[src/design/spf_pkg.sv]
// ----------------------------------------------------------------------------
// spf_pkg
// shared types and constants for the scanline span filler
// ----------------------------------------------------------------------------
package spf_pkg;

  localparam int MaxVertices = 16;
  localparam int CoordBits   = 12;
  localparam int IdxBits     = $clog2(MaxVertices);
  localparam int CntBits     = IdxBits + 1;
  localparam int DivBits     = 2 * CoordBits + 2;

  localparam logic [1:0] CMD_CLEAR  = 2'd0;
  localparam logic [1:0] CMD_APPEND = 2'd1;
  localparam logic [1:0] CMD_RENDER = 2'd2;

  typedef logic [CoordBits-1:0] coord_t;
  typedef logic [IdxBits-1:0]   idx_t;
  typedef logic [CntBits-1:0]   cnt_t;

  // controller to datapath
  typedef struct packed {
    logic capture;      // latch input item
    logic clear;        // empty vertex list
    logic append;       // store vertex
    logic rd_edge;      // read edge i (memory read)
    logic edge_setup;   // register edge endpoints, test crossing
    logic div_start;    // start divider for current edge
    logic div_step;     // one divider step
    logic store_cross;  // store crossing, advance k
    logic sort_load;    // load crossing pair for compare
    logic sort_swap;    // write back pair in order
    logic out_load;     // load output pair
    idx_t edge_idx;
    idx_t sort_idx;
    idx_t pair_idx;
  } spf_cmd_t;

  // datapath to controller
  typedef struct packed {
    logic [1:0] command;
    cnt_t       vcount;
    cnt_t       kcount;
    logic       crosses;
    logic       swapped;   // earlier compare of this sort pass changed something
    logic       swap_now;  // loaded pair is out of order
  } spf_sts_t;

endpackage

[src/design/spf_datapath.sv]
// ----------------------------------------------------------------------------
// spf_datapath
// vertex store, restoring divider, crossing list and bubble sorter
// ----------------------------------------------------------------------------
module spf_datapath (
  input  logic             clk,
  input  logic             rst_n,
  input  spf_pkg::spf_cmd_t cmd,
  output spf_pkg::spf_sts_t sts,
  input  logic [1:0]       in_command,
  input  spf_pkg::coord_t  in_x,
  input  spf_pkg::coord_t  in_y,
  input  logic             sort_clr,
  output spf_pkg::coord_t  o_row,
  output spf_pkg::coord_t  o_start,
  output logic [spf_pkg::CoordBits:0] o_end,
  output logic             o_last
);
  import spf_pkg::*;

  coord_t vx_mem [MaxVertices];
  coord_t vy_mem [MaxVertices];
  coord_t cl_r   [MaxVertices];

  logic [1:0] cmd_r;
  coord_t cx_r, cy_r;
  cnt_t vcount_r, kcount_r;
  coord_t ax_r, ay_r, bx_r, by_r;
  coord_t ra_x_r;
  logic crosses_r, swapped_r;

  // divider state: |num| / |dy|
  logic [DivBits-1:0] num_r, quo_r;
  logic [CoordBits-1:0] den_r;
  logic [CoordBits:0] rem_r;
  logic neg_r;

  coord_t s0_r, s1_r;

  idx_t nx;
  logic signed [CoordBits:0] dx, dy, dr;
  logic signed [2*CoordBits+1:0] prod;
  logic [CoordBits+1:0] rtry;
  logic [CoordBits:0] rsh;
  logic signed [DivBits+1:0] qs, res;

  always_comb begin
    nx = (({1'b0, cmd.edge_idx} + 1'b1) < {1'b0, vcount_r}) ?
         idx_t'(cmd.edge_idx + 1'b1) : '0;
  end

  always_ff @(posedge clk) begin
    if (cmd.append && vcount_r < cnt_t'(MaxVertices)) begin
      vx_mem[vcount_r[IdxBits-1:0]] <= cx_r;
      vy_mem[vcount_r[IdxBits-1:0]] <= cy_r;
    end
    if (cmd.rd_edge) begin
      ax_r <= vx_mem[cmd.edge_idx];
      ay_r <= vy_mem[cmd.edge_idx];
      bx_r <= vx_mem[nx];
      by_r <= vy_mem[nx];
    end
  end

  always_comb begin
    dx   = $signed({1'b0, bx_r}) - $signed({1'b0, ax_r});
    dy   = $signed({1'b0, by_r}) - $signed({1'b0, ay_r});
    dr   = $signed({1'b0, cy_r}) - $signed({1'b0, ay_r});
    prod = dx * dr;
    rsh  = {rem_r[CoordBits-1:0], num_r[DivBits-1]};
    rtry = {1'b0, rsh} - {2'b0, den_r};
    // floor of a negative quotient: -q when exact, else -q - 1 (= ~q)
    qs   = neg_r ? ((rem_r != '0) ? ~$signed({2'b0, quo_r})
                                  : -$signed({2'b0, quo_r}))
                 : $signed({2'b0, quo_r});
    res  = qs + $signed({{(DivBits-CoordBits+2){1'b0}}, ra_x_r});
  end

  always_ff @(posedge clk) begin
    if (!rst_n) begin
      vcount_r <= '0;
      kcount_r <= '0;
      swapped_r <= 1'b0;
    end else begin
      if (cmd.clear) vcount_r <= '0;
      if (cmd.append && vcount_r < cnt_t'(MaxVertices)) vcount_r <= vcount_r + 1'b1;
      if (cmd.capture) kcount_r <= '0;
      if (cmd.store_cross) kcount_r <= kcount_r + 1'b1;
      if (sort_clr) swapped_r <= 1'b0;
      else if (cmd.sort_swap && s0_r > s1_r) swapped_r <= 1'b1;
    end
  end

  always_ff @(posedge clk) begin
    if (cmd.capture) begin
      cmd_r <= in_command;
      cx_r  <= in_x;
      cy_r  <= in_y;
    end
    if (cmd.edge_setup) begin
      crosses_r <= (ay_r <= cy_r && by_r > cy_r) || (ay_r > cy_r && by_r <= cy_r);
      ra_x_r <= ax_r;
      num_r  <= prod[DivBits-1:0];
      den_r  <= dy[CoordBits] ? coord_t'(-dy) : dy[CoordBits-1:0];
      neg_r  <= prod[2*CoordBits+1] ^ dy[CoordBits];
    end
    if (cmd.div_start) begin
      num_r  <= num_r[DivBits-1] ? DivBits'(-$signed(num_r)) : num_r;
      rem_r  <= '0;
      quo_r  <= '0;
    end
    if (cmd.div_step) begin
      if (!rtry[CoordBits+1]) begin
        rem_r <= rtry[CoordBits:0];
        quo_r <= {quo_r[DivBits-2:0], 1'b1};
      end else begin
        rem_r <= rsh;
        quo_r <= {quo_r[DivBits-2:0], 1'b0};
      end
      num_r  <= {num_r[DivBits-2:0], 1'b0};
    end
    if (cmd.store_cross)
      cl_r[kcount_r[IdxBits-1:0]] <= res[DivBits+1] ? '0 : res[CoordBits-1:0];
    if (cmd.sort_load) begin
      s0_r <= cl_r[cmd.sort_idx];
      s1_r <= cl_r[idx_t'(cmd.sort_idx + 1'b1)];
    end
    if (cmd.sort_swap && s0_r > s1_r) begin
      cl_r[cmd.sort_idx] <= s1_r;
      cl_r[idx_t'(cmd.sort_idx + 1'b1)] <= s0_r;
    end
    if (cmd.out_load) begin
      o_row   <= cy_r;
      o_start <= cl_r[idx_t'({cmd.pair_idx, 1'b0})];
      o_end   <= {1'b0, cl_r[idx_t'({cmd.pair_idx, 1'b1})]} + 1'b1;
      o_last  <= ({1'b0, cmd.pair_idx} + 1'b1) == {1'b0, kcount_r[CntBits-1:1]};
    end
  end

  assign sts.command  = cmd_r;
  assign sts.vcount   = vcount_r;
  assign sts.kcount   = kcount_r;
  assign sts.crosses  = crosses_r;
  assign sts.swapped  = swapped_r;
  assign sts.swap_now = s0_r > s1_r;

endmodule

[src/design/spf_ctrl.sv]
// ----------------------------------------------------------------------------
// spf_ctrl
// command sequencer: edge walk, divider steps, sort passes, span output
// ----------------------------------------------------------------------------
module spf_ctrl (
  input  logic              clk,
  input  logic              rst_n,
  input  logic              in_tvalid,
  output logic              in_tready,
  output logic              out_tvalid,
  input  logic              out_tready,
  input  spf_pkg::spf_sts_t sts,
  output spf_pkg::spf_cmd_t cmd,
  output logic              sort_clr
);
  import spf_pkg::*;

  localparam logic [3:0] S_IDLE  = 4'd0;
  localparam logic [3:0] S_DEC   = 4'd1;
  localparam logic [3:0] S_RD    = 4'd2;
  localparam logic [3:0] S_SETUP = 4'd3;
  localparam logic [3:0] S_TEST  = 4'd4;
  localparam logic [3:0] S_DIV   = 4'd5;
  localparam logic [3:0] S_STORE = 4'd6;
  localparam logic [3:0] S_SLOAD = 4'd7;
  localparam logic [3:0] S_SSWAP = 4'd8;
  localparam logic [3:0] S_OLOAD = 4'd9;
  localparam logic [3:0] S_OUT   = 4'd10;

  logic [3:0] state_r, state_nxt;
  idx_t ei_r, ei_nxt, si_r, si_nxt, pi_r, pi_nxt;
  logic [$clog2(DivBits+1)-1:0] dc_r, dc_nxt;
  logic last_edge, last_cmp;

  assign last_edge = ({1'b0, ei_r} + 1'b1) >= sts.vcount;
  assign last_cmp  = ({1'b0, si_r} + 2'd2) >= sts.kcount;

  always_comb begin
    state_nxt = state_r;
    ei_nxt = ei_r; si_nxt = si_r; pi_nxt = pi_r; dc_nxt = dc_r;
    cmd = '0;
    cmd.edge_idx = ei_r;
    cmd.sort_idx = si_r;
    cmd.pair_idx = pi_r;
    sort_clr = 1'b0;
    in_tready = (state_r == S_IDLE);
    out_tvalid = (state_r == S_OUT);
    case (state_r)
      S_IDLE: if (in_tvalid) begin
        cmd.capture = 1'b1;
        state_nxt = S_DEC;
      end
      S_DEC: begin
        ei_nxt = '0;
        case (sts.command)
          CMD_CLEAR: begin cmd.clear = 1'b1; state_nxt = S_IDLE; end
          CMD_APPEND: begin cmd.append = 1'b1; state_nxt = S_IDLE; end
          CMD_RENDER: state_nxt = (sts.vcount != '0) ? S_RD : S_IDLE;
          default: state_nxt = S_IDLE;
        endcase
      end
      S_RD: begin cmd.rd_edge = 1'b1; state_nxt = S_SETUP; end
      S_SETUP: begin cmd.edge_setup = 1'b1; state_nxt = S_TEST; end
      S_TEST: begin
        if (sts.crosses) begin
          cmd.div_start = 1'b1;
          dc_nxt = '0;
          state_nxt = S_DIV;
        end else if (last_edge) begin
          si_nxt = '0; sort_clr = 1'b1;
          state_nxt = S_SLOAD;
        end else begin
          ei_nxt = idx_t'(ei_r + 1'b1);
          state_nxt = S_RD;
        end
      end
      S_DIV: begin
        cmd.div_step = 1'b1;
        dc_nxt = dc_r + 1'b1;
        if (dc_r == ($bits(dc_r))'(DivBits - 1)) state_nxt = S_STORE;
      end
      S_STORE: begin
        cmd.store_cross = 1'b1;
        if (last_edge) begin
          si_nxt = '0; sort_clr = 1'b1;
          state_nxt = S_SLOAD;
        end else begin
          ei_nxt = idx_t'(ei_r + 1'b1);
          state_nxt = S_RD;
        end
      end
      S_SLOAD: begin
        if (sts.kcount < cnt_t'(2)) state_nxt = S_IDLE;
        else begin cmd.sort_load = 1'b1; state_nxt = S_SSWAP; end
      end
      S_SSWAP: begin
        cmd.sort_swap = 1'b1;
        if (!last_cmp) begin
          si_nxt = idx_t'(si_r + 1'b1);
          state_nxt = S_SLOAD;
        end else begin
          si_nxt = '0;
          state_nxt = S_SLOAD;
          sort_clr = 1'b1;
          // the pass is clean only if the final compare keeps its pair too
          if (!sts.swapped && !sts.swap_now) begin
            pi_nxt = '0;
            state_nxt = S_OLOAD;
            sort_clr = 1'b0;
          end
        end
      end
      S_OLOAD: begin cmd.out_load = 1'b1; state_nxt = S_OUT; end
      S_OUT: if (out_tready) begin
        if (({1'b0, pi_r} + 1'b1) >= {1'b0, sts.kcount[CntBits-1:1]})
          state_nxt = S_IDLE;
        else begin
          pi_nxt = idx_t'(pi_r + 1'b1);
          state_nxt = S_OLOAD;
        end
      end
      default: state_nxt = S_IDLE;
    endcase
  end

  always_ff @(posedge clk) begin
    if (!rst_n) begin
      state_r <= S_IDLE;
      ei_r <= '0; si_r <= '0; pi_r <= '0; dc_r <= '0;
    end else begin
      state_r <= state_nxt;
      ei_r <= ei_nxt; si_r <= si_nxt; pi_r <= pi_nxt; dc_r <= dc_nxt;
    end
  end

endmodule

[src/design/scanline_polygon_span_fill_top.sv]
// ----------------------------------------------------------------------------
// scanline_polygon_span_fill_top
// polygon scanline filler with clear, append and render commands
// ----------------------------------------------------------------------------
// one command transaction at a time. clear and append are captured, then executed
// in the decode state. render walks the edges (read, setup and test states each,
// plus 26 bit-serial divider steps and a store step for every crossing edge),
// then bubble sorts the crossing list with a load and a swap state per compare
// until a pass makes no swap, and emits the spans one at a time, each loaded and
// then held while out_tready is low. the divider steps dominate a render
module scanline_polygon_span_fill_top (
  input  logic        clk,
  input  logic        rst_n,
  input  logic        in_tvalid,
  output logic        in_tready,
  input  logic [31:0] in_tdata,   // command[1:0], coord_x[13:2], coord_y[25:14]
  output logic        out_tvalid,
  input  logic        out_tready,
  output logic [39:0] out_tdata,  // row[11:0], span_start[23:12], span_end[36:24]
  output logic        out_tlast   // last span of the scanline
);
  import spf_pkg::*;

  spf_cmd_t cmd;
  spf_sts_t sts;
  logic sort_clr;
  coord_t o_row, o_start;
  logic [CoordBits:0] o_end;

  spf_ctrl u_ctrl (
    .clk, .rst_n, .in_tvalid, .in_tready, .out_tvalid, .out_tready,
    .sts, .cmd, .sort_clr
  );

  spf_datapath u_dp (
    .clk, .rst_n, .cmd, .sts,
    .in_command(in_tdata[1:0]),
    .in_x(in_tdata[13:2]),
    .in_y(in_tdata[25:14]),
    .sort_clr,
    .o_row, .o_start, .o_end, .o_last(out_tlast)
  );

  assign out_tdata = {3'b0, o_end, o_start, o_row};

endmodule
[config.mk]
export PLATFORM = sky130hd
export DESIGN_NAME = scanline_polygon_span_fill_top
export DESIGN_NICKNAME = d
export VERILOG_FILES = /design/src/design/spf_pkg.sv /design/src/design/spf_datapath.sv /design/src/design/spf_ctrl.sv /design/src/design/scanline_polygon_span_fill_top.sv
export SDC_FILE = /design/constraint.sdc
export NUM_CORES = 2
export LEC_CHECK = 0
export BUFFER_PORTS_ARGS = -buffer_cell sky130_fd_sc_hd__buf_2
export CORE_ASPECT_RATIO = 1.4
export CORE_MARGIN = 4
export CORE_UTILIZATION = 40
export CTS_BUF_LIST = sky130_fd_sc_hd__clkbuf_8
export CTS_CLUSTER_DIAMETER = 80
export DETAILED_ROUTE_END_ITERATION = 6
export PLACE_DENSITY = 0.66
export SYNTH_ARGS = -nofsm -noshare
export SYNTH_HDL_FRONTEND = slang
export SYNTH_SLANG_ARGS = --single-unit
[constraint.sdc]
create_clock -name clk -period 12.4 [get_ports clk]
set_input_delay 1.86 -clock clk [delete_from_list [all_inputs] [get_ports clk]]
set_output_delay 1.86 -clock clk [all_outputs]
set_load 0.02 [all_outputs]
Word level (Yosys, flattened, before mapping):

Memory sizes are Yosys's and may differ from the RTL's. A register that Yosys moved wholly into a read port is not among the register bits.
Index checks and enable logic that the tools add are counted.

* word-level logic and storage cells: 190
* bits in writable memories: 576
* memories: 3
* bits in registers: 175
* output and inout port bits: 43
* input port bits: 36

* eq/ne operators: 24
* $mul: 1
* $lt $le $gt $ge: 11
* muxes and demuxes: 76
* bitwise gates (word level): 3
* reductions and logical operators: 30
* add/sub/neg operators: 19

Memories
* u_dp.cl_r: depth 16, width 12, read ports 4, clocked after memory_dff 4, wr ports 2, line spf_datapath.sv:23 `coord_t cl_r [MaxVertices];`
* u_dp.vx_mem: depth 16, width 12, read ports 2, clocked after memory_dff 2, wr ports 1, line spf_datapath.sv:21 `coord_t vx_mem [MaxVertices];`
* u_dp.vy_mem: depth 16, width 12, read ports 2, clocked after memory_dff 2, wr ports 1, line spf_datapath.sv:22 `coord_t vy_mem [MaxVertices];`

Operators by type and width (number)
* 26-bit two-way mux: 6
* 4-bit two-way mux: 22
* 28-bit two-way mux: 2
* 4-bit one-hot mux with 11 select lines: 1
* 13-bit two-way mux: 3
* 12-bit by 12-bit subtractor with 13-bit output: 3
* 12-bit > comparator: 3
* 12-bit two-way mux: 3
* 28-bit by 13-bit adder with 28-bit output: 1
* 26-bit negation with 28-bit output: 1
* 26-bit NOT with 28-bit output: 1
* 13-bit by 13-bit multiplier with 26-bit output: 1
* 1-bit two-way mux: 26
* 26-bit negation: 1
* 5-bit two-way mux: 5
* 12-bit less-or-equal comparator: 2
* 4-bit one-hot mux with 3 select lines: 2
* 4-bit by 3-bit equality test with 1-bit output, second input constant: 4
* 4-bit by 1-bit adder with 5-bit output, second input constant: 3
* 5-bit by 1-bit adder with 5-bit output, second input constant: 3
* 13-bit by 12-bit subtractor with 14-bit output: 1
* 12-bit by 1-bit adder with 13-bit output, second input constant: 1
* 13-bit nonzero test: 1
* 4-bit by 1-bit adder with 4-bit output, second input constant: 3
* other kinds (37): 65

Longest topological paths before layout:

* word-level depth: 8
* mapped depth: 31
* depth with buffers taken out: 31

By module:

From an unflattened synthesis, not the netlist that was laid out.

* cells, all modules: 4347
* area, all modules: 53602.7 um2

Modules (own cells, without submodules)
* spf_datapath: instances 1, sequential area each 24323.3 um2, cells an instance 4117, area an instance 51810.9 um2
* spf_ctrl: instances 1, sequential area each 420.4 um2, cells an instance 226, area an instance 1765.4 um2
* scanline_polygon_span_fill_top: instances 1, sequential area each 0.0 um2, cells an instance 4, area an instance 26.3 um2

Least setup slack after synthesis:

OpenSTA, ideal clock, no wires.

* kind: register -> register
* start point: register u_dp.cy_r[0]
* end point: register u_dp.num_r[25] (data pin)
* buffers on the path: 2
* arrival time: 7.590 ns
* setup time: 0.261 ns
* clock period less this slack: 7.850 ns
* stages on the path, launching flop included: 29
* data required time: 12.139 ns
* slack: 4.550 ns
* path through: edfxtp_1 inv_1 ha_1 fa_1 nor2b_1 o21ai_0 a21boi_0 o21ai_0 a21oi_1 nor4_1 nor3b_1 clkbuf_1 nor2_1 fa_1 fa_1 fa_1 fa_1 fa_1 ha_1 ha_1 clkbuf_1 a21o_1 a211oi_1 a2bb2oi_1 nand3_1 a41o_1 a31oi_1 xnor2_1 a221o_1

* cells in the longest elaborated chain, start to end: 5

RTL lines
* from (decl): line spf_datapath.sv:26 `coord_t cx_r, cy_r;`
* from (signal assigned): line spf_datapath.sv:98 `cy_r <= in_y;`
* 12-bit by 12-bit subtractor with 13-bit output: line spf_datapath.sv:68 `dr = $signed({1'b0, cy_r}) - $signed({1'b0, ay_r});`
* 13-bit by 13-bit multiplier with 26-bit output: line spf_datapath.sv:69 `prod = dx * dr;`
* 26-bit two-way mux: line spf_datapath.sv:100 `if (cmd.edge_setup) begin`
* 26-bit two-way mux: line spf_datapath.sv:107 `if (cmd.div_start) begin`
* 26-bit two-way mux: line spf_datapath.sv:112 `if (cmd.div_step) begin`
* to (signal assigned): line spf_datapath.sv:103 `num_r <= prod[DivBits-1:0];`
* to (signal assigned): line spf_datapath.sv:108 `num_r <= num_r[DivBits-1] ? DivBits'(-$signed(num_r)) : num_r;`
* to (signal assigned): line spf_datapath.sv:120 `num_r <= {num_r[DivBits-2:0], 1'b0};`
* to (decl): line spf_datapath.sv:33 `logic [DivBits-1:0] num_r, quo_r;`

Every way passes these cells. The select of a mux whose other input is x is not followed.
A chain may end at the register's enable or synchronous reset.

Final worst setup path:

* start point: register u_dp.cy_r[1]
* end point: register u_dp.num_r[25] (data pin)

Same word-level chain as after synthesis.

==> implementation parameters <==
Parameter                              Value

Run status
  Run status ... finished clean

Timing
  Worst relative slew slack ... 16.2%
  Total of endpoints with negative setup slack in the final report ... 0
  Final period util ... 73.6%
  Slew at the pin with the worst max-slew slack ... 1260 ps
  Number of endpoints with negative hold slack in the final report ... 0
  RSZ-0062 raised after global routing ... no
  Skew final ... 86.2 ps
  Minimum period implied by the final worst setup slack ... 9130 ps
  Number of max-slew violations in the final report ... 0
  Total Neg Setup Slack ... 0 ps
  Final setup margin ... 3270 ps
  Fmax ... 110 MHz

Synth
  Cell type contributing the most total cell area after synthesis ... sky130_fd_sc_hd__edfxtp_1
  Number of unique standard cell types used by synthesis ... 84
  Share of the synthesized area in the top cell type ... 46.3%
  Sequential share of the synthesized area ... 47.7%
  Yosys warning total ... 0
  Proportion of synthesized flip-flops having asynchronous set or reset ... 0%
  Cell Area, Synth ... 52000 um^2
  Main area contributors after synthesis ... sky130_fd_sc_hd__edfxtp_1 (46%), sky130_fd_sc_hd__mux4_2 (16%), sky130_fd_sc_hd__fa_1 (6.5%)
  Flop and latch count out of synthesis ... 838
  Number of enable-type register cells in the synthesized netlist ... 802
  Cells after Synth ... 3850
  Mean instance size in the synthesized netlist ... 13.5 um^2
  Main synth FF type ... sky130_fd_sc_hd__edfxtp_1

Drt
  Total length of routed wires ... 141000 um
  Iteration-0 DRC Markers ... 3113
  Iteration count of the initial detailed-routing pass ... 6
  Remaining design rule violation count ... 0
  Routed WL per cell ... 24.5 um
  Via count ... 33800
  Per-cell via count in the routed design ... 5.86
  Number of nets still failing antenna checks after routing ... 0

Clock network
  Clock-pin slew of the registers on the worst-case setup and hold paths ... 60 ps
  Number of buffers added to fix hold violations after cts ... 0
  Post-cts resize count ... 0
  TritonCTS Sinks ... 838
  Post-CTS setup buffers ... 0
  Clock latency reported for the late side of the worst-skew pair ... 890 ps
  CTS H-Tree Depth ... 4
  CTS Root Buffer Type ... sky130_fd_sc_hd__clkbuf_8
  Total clock buffers created by CTS ... 136
  TritonCTS clock tree ... yes
  Number of buffers between clock root and the deepest sink ... 3

Global routing
  Pin count of the biggest net entering global routing ... 67
  GR Util All Layers ... 20.6%
  Number of antenna violations at the first check in global routing ... 3
  Via count of the first global-routing pass ... 35200
  Grt ovf ... 0
  Global-route wire length before repair ... 214000 um

Worst setup path
  Flop-to-flop setup slack ... 3270 ps
  Worst path slowest cell ... sky130_fd_sc_hd__xnor2_1
  Critical path peak fanout ... 19
  Critical path startpoint category ... flop
  Worst Setup End Kind ... flop
  Stage delay of the slowest cell on the critical path ... 830 ps
  Required time of the worst setup path ... 13010 ps
  Worst Path Class, Setup ... flop to flop
  CP most frequent cell ... sky130_fd_sc_hd__fa_1
  Data arrival at the endpoint of the critical path ... 9740 ps

Power
  Leakage power of the design ... 19.8 nW
  Maximum ir drop on the vdd rail ... 0.321 mV
  Power Density ... 171 nW/um^2

Floorplanning
  Vertical extent of the die ... 435 um
  CORE AREA ... 129000 um^2
  Die area ... 136000 um^2
  Chip width ... 313 um
  Initial standard-cell utilization of the core ... 40.3%
  Placement Rows ... 156
  IO Pins ... 79

Placed design
  GP Congestion ... 0.905
  Port bufs ... 69
  Detailed-placement wirelength estimate ... 93700 um
  Post-Place Worst Slack ... 3330 ps

Cells and area
  Post-layout nets ... 4315
  Register area ... 24800 um^2
  Synthesis-to-finish area growth ... 9.99%
  Ratio of cells with drive above 1 in the final layout ... 23.7%
  Fill cell count ... 11700
  Area taken by multi-input logic gates ... 25300 um^2

Run
  Maximum Capacitance Violations ... 0

Min path
  Worst hold path class ... flop to flop
where the power goes:
| group | internal, W | total, W | switching [W] |
|---|---|---|---|
| registers | 0.00332 | 0.00334 | 0.0000227 |
| logic | 0.00187 | 0.00400 | 0.00213 |
| clock network | 0.00123 | 0.00244 | 0.00121 |
| total | 0.00642 | 0.00978 | 0.00337 |
state kept, by name, indices dropped and copies added (netlist names), 13 cells and up, named ones only:
name,cells
u_dp.cl_r,192
u_dp.vx_mem,192
u_dp.vy_mem,192
u_dp.num_r,26
u_dp.quo_r,26
u_dp.o_end,13
u_dp.rem_r,13
final cells by class:
class,instances,area share [%]
diodes,3,0.0131
inverters,295,1.94
clock buffers,137,3.30
flip-flops and latches,838,43.4
clock inverters,104,1.38
well taps,1738,3.80
repair buffers,169,1.92
multi-input cells,2488,44.3
synth_stat cells (15+ instances only):
library cell and n:
sky130_fd_sc_hd__a211oi_1 17, sky130_fd_sc_hd__edfxtp_1 802, sky130_fd_sc_hd__nand4_1 39, sky130_fd_sc_hd__o31ai_1 15, sky130_fd_sc_hd__nand2b_1 50, sky130_fd_sc_hd__buf_1 52, sky130_fd_sc_hd__a21oi_2 30, sky130_fd_sc_hd__o22ai_1 37
sky130_fd_sc_hd__ha_1 183, sky130_fd_sc_hd__nor3_1 70, sky130_fd_sc_hd__xor2_1 40, sky130_fd_sc_hd__inv_1 293, sky130_fd_sc_hd__a31oi_1 25, sky130_fd_sc_hd__xnor2_1 79, sky130_fd_sc_hd__o211ai_1 15, sky130_fd_sc_hd__nor4_1 20
sky130_fd_sc_hd__fa_1 168, sky130_fd_sc_hd__mux2_2 130, sky130_fd_sc_hd__mux2i_1 85, sky130_fd_sc_hd__nor2b_1 41, sky130_fd_sc_hd__o21ai_0 138, sky130_fd_sc_hd__a22oi_1 25, sky130_fd_sc_hd__nand3_1 54, sky130_fd_sc_hd__nand2_1 174
sky130_fd_sc_hd__or3_1 25, sky130_fd_sc_hd__a21o_1 26, sky130_fd_sc_hd__mux4_2 359, sky130_fd_sc_hd__and3_1 18, sky130_fd_sc_hd__and2_1 42, sky130_fd_sc_hd__clkbuf_1 154, sky130_fd_sc_hd__a21oi_1 144, sky130_fd_sc_hd__dfxtp_1 36
sky130_fd_sc_hd__nor2_1 263
cells in the final DEF, fill, tap and decap left out, types with 16 or more instances in the layout:
cell / count
sky130_fd_sc_hd__and3_1: 18
sky130_fd_sc_hd__nand2_1: 174
sky130_fd_sc_hd__dfxtp_1: 27
sky130_fd_sc_hd__nor4_1: 20
sky130_fd_sc_hd__nand4_1: 39
sky130_fd_sc_hd__xor2_1: 40
sky130_fd_sc_hd__nor2b_1: 41
sky130_fd_sc_hd__o21ai_0: 122
sky130_fd_sc_hd__a211oi_1: 17
sky130_fd_sc_hd__o21ai_1: 16
sky130_fd_sc_hd__a21o_1: 26
sky130_fd_sc_hd__mux2i_1: 85
sky130_fd_sc_hd__a21oi_1: 144
sky130_fd_sc_hd__mux2_2: 130
sky130_fd_sc_hd__nor2_1: 254
sky130_fd_sc_hd__clkinv_1: 25
sky130_fd_sc_hd__a31oi_1: 24
sky130_fd_sc_hd__ha_1: 182
sky130_fd_sc_hd__nand3_1: 54
sky130_fd_sc_hd__nor3_1: 63
sky130_fd_sc_hd__or3_1: 25
sky130_fd_sc_hd__buf_4: 100
sky130_fd_sc_hd__buf_2: 69
sky130_fd_sc_hd__clkinv_2: 25
sky130_fd_sc_hd__nand2b_1: 50
sky130_fd_sc_hd__xnor2_1: 76
sky130_fd_sc_hd__o22ai_1: 37
sky130_fd_sc_hd__edfxtp_1: 802
sky130_fd_sc_hd__fa_1: 168
sky130_fd_sc_hd__a22oi_1: 25
sky130_fd_sc_hd__mux4_2: 359
sky130_fd_sc_hd__and2_1: 33
sky130_fd_sc_hd__inv_1: 319
sky130_fd_sc_hd__clkbuf_8: 137
sky130_fd_sc_hd__a21oi_2: 30
stage by stage:
stage | instance area (um^2) | cells | hold slack (ps) | total power, W | util, %
final | 57200 | 5772 | 459 | 0.00978 | 44.3
after global routing | 57200 | 5770 | 466 | 0.0106 | 44.3
after CTS | 57200 | 5769 | 460 | 0.00986 | 44.3
after detailed placement | 54500 | 5528 | 444 | 0.00736 | 42.2
after global placement | 54500 | 5528 | 440 | 0.00730 | 42.2
after floorplan | 52000 | 3852 | 426 | 0.00660 | -
critical path: cells and delay by family, from the launching register on:
| kind | cells | cell delay [ps] |
|---|---|---|
| fa+ha+maj | 8 | 3660 |
| compound gates | 10 | 2530 |
| xor+xnor | 2 | 970 |
| flops | 1 | 720 |
| simple gates | 4 | 600 |
| buf+inv | 4 | 360 |
per-layer routing:
layer / part of all wire [%] / GRT usage (%) / routed length, um
met1: 37 / 24.9 / 52900
met2: 50 / 35.1 / 70000
met3: 7.5 / 4.06 / 10500
met4: 5.6 / 10.8 / 7850
met5: 0 / 0 / 0
cell families (layout without fill, tap and decap cells):
logic type                 count (synthesis)  in the layout  synth area share [%]
xor gates and xnor gates                 119            119                  2.00
muxes                                    574            574                  20.0
AOI/OAI and AO/OA                        580            580                  7.33
buffers and inverters                    526            705                  3.97
and+or+nand+nor                          861            861                  8.15
adders and majority gates                351            351                  10.9
other                                      1              6               0.00721
DFF                                      838            838                  47.7
path summary, 6_finish.rpt:
kind | end | startpoint | cells after the start
min | u_dp.ra_x_r[10] | u_dp.ax_r[10] | 0
max reg2reg | u_dp.num_r[25] | u_dp.cy_r[1] | 28
min reg2reg | u_dp.ra_x_r[10] | u_dp.ax_r[10] | 0
max | u_dp.num_r[25] | u_dp.cy_r[1] | 28
No activity file was read; power rests on OpenSTA's default activity.
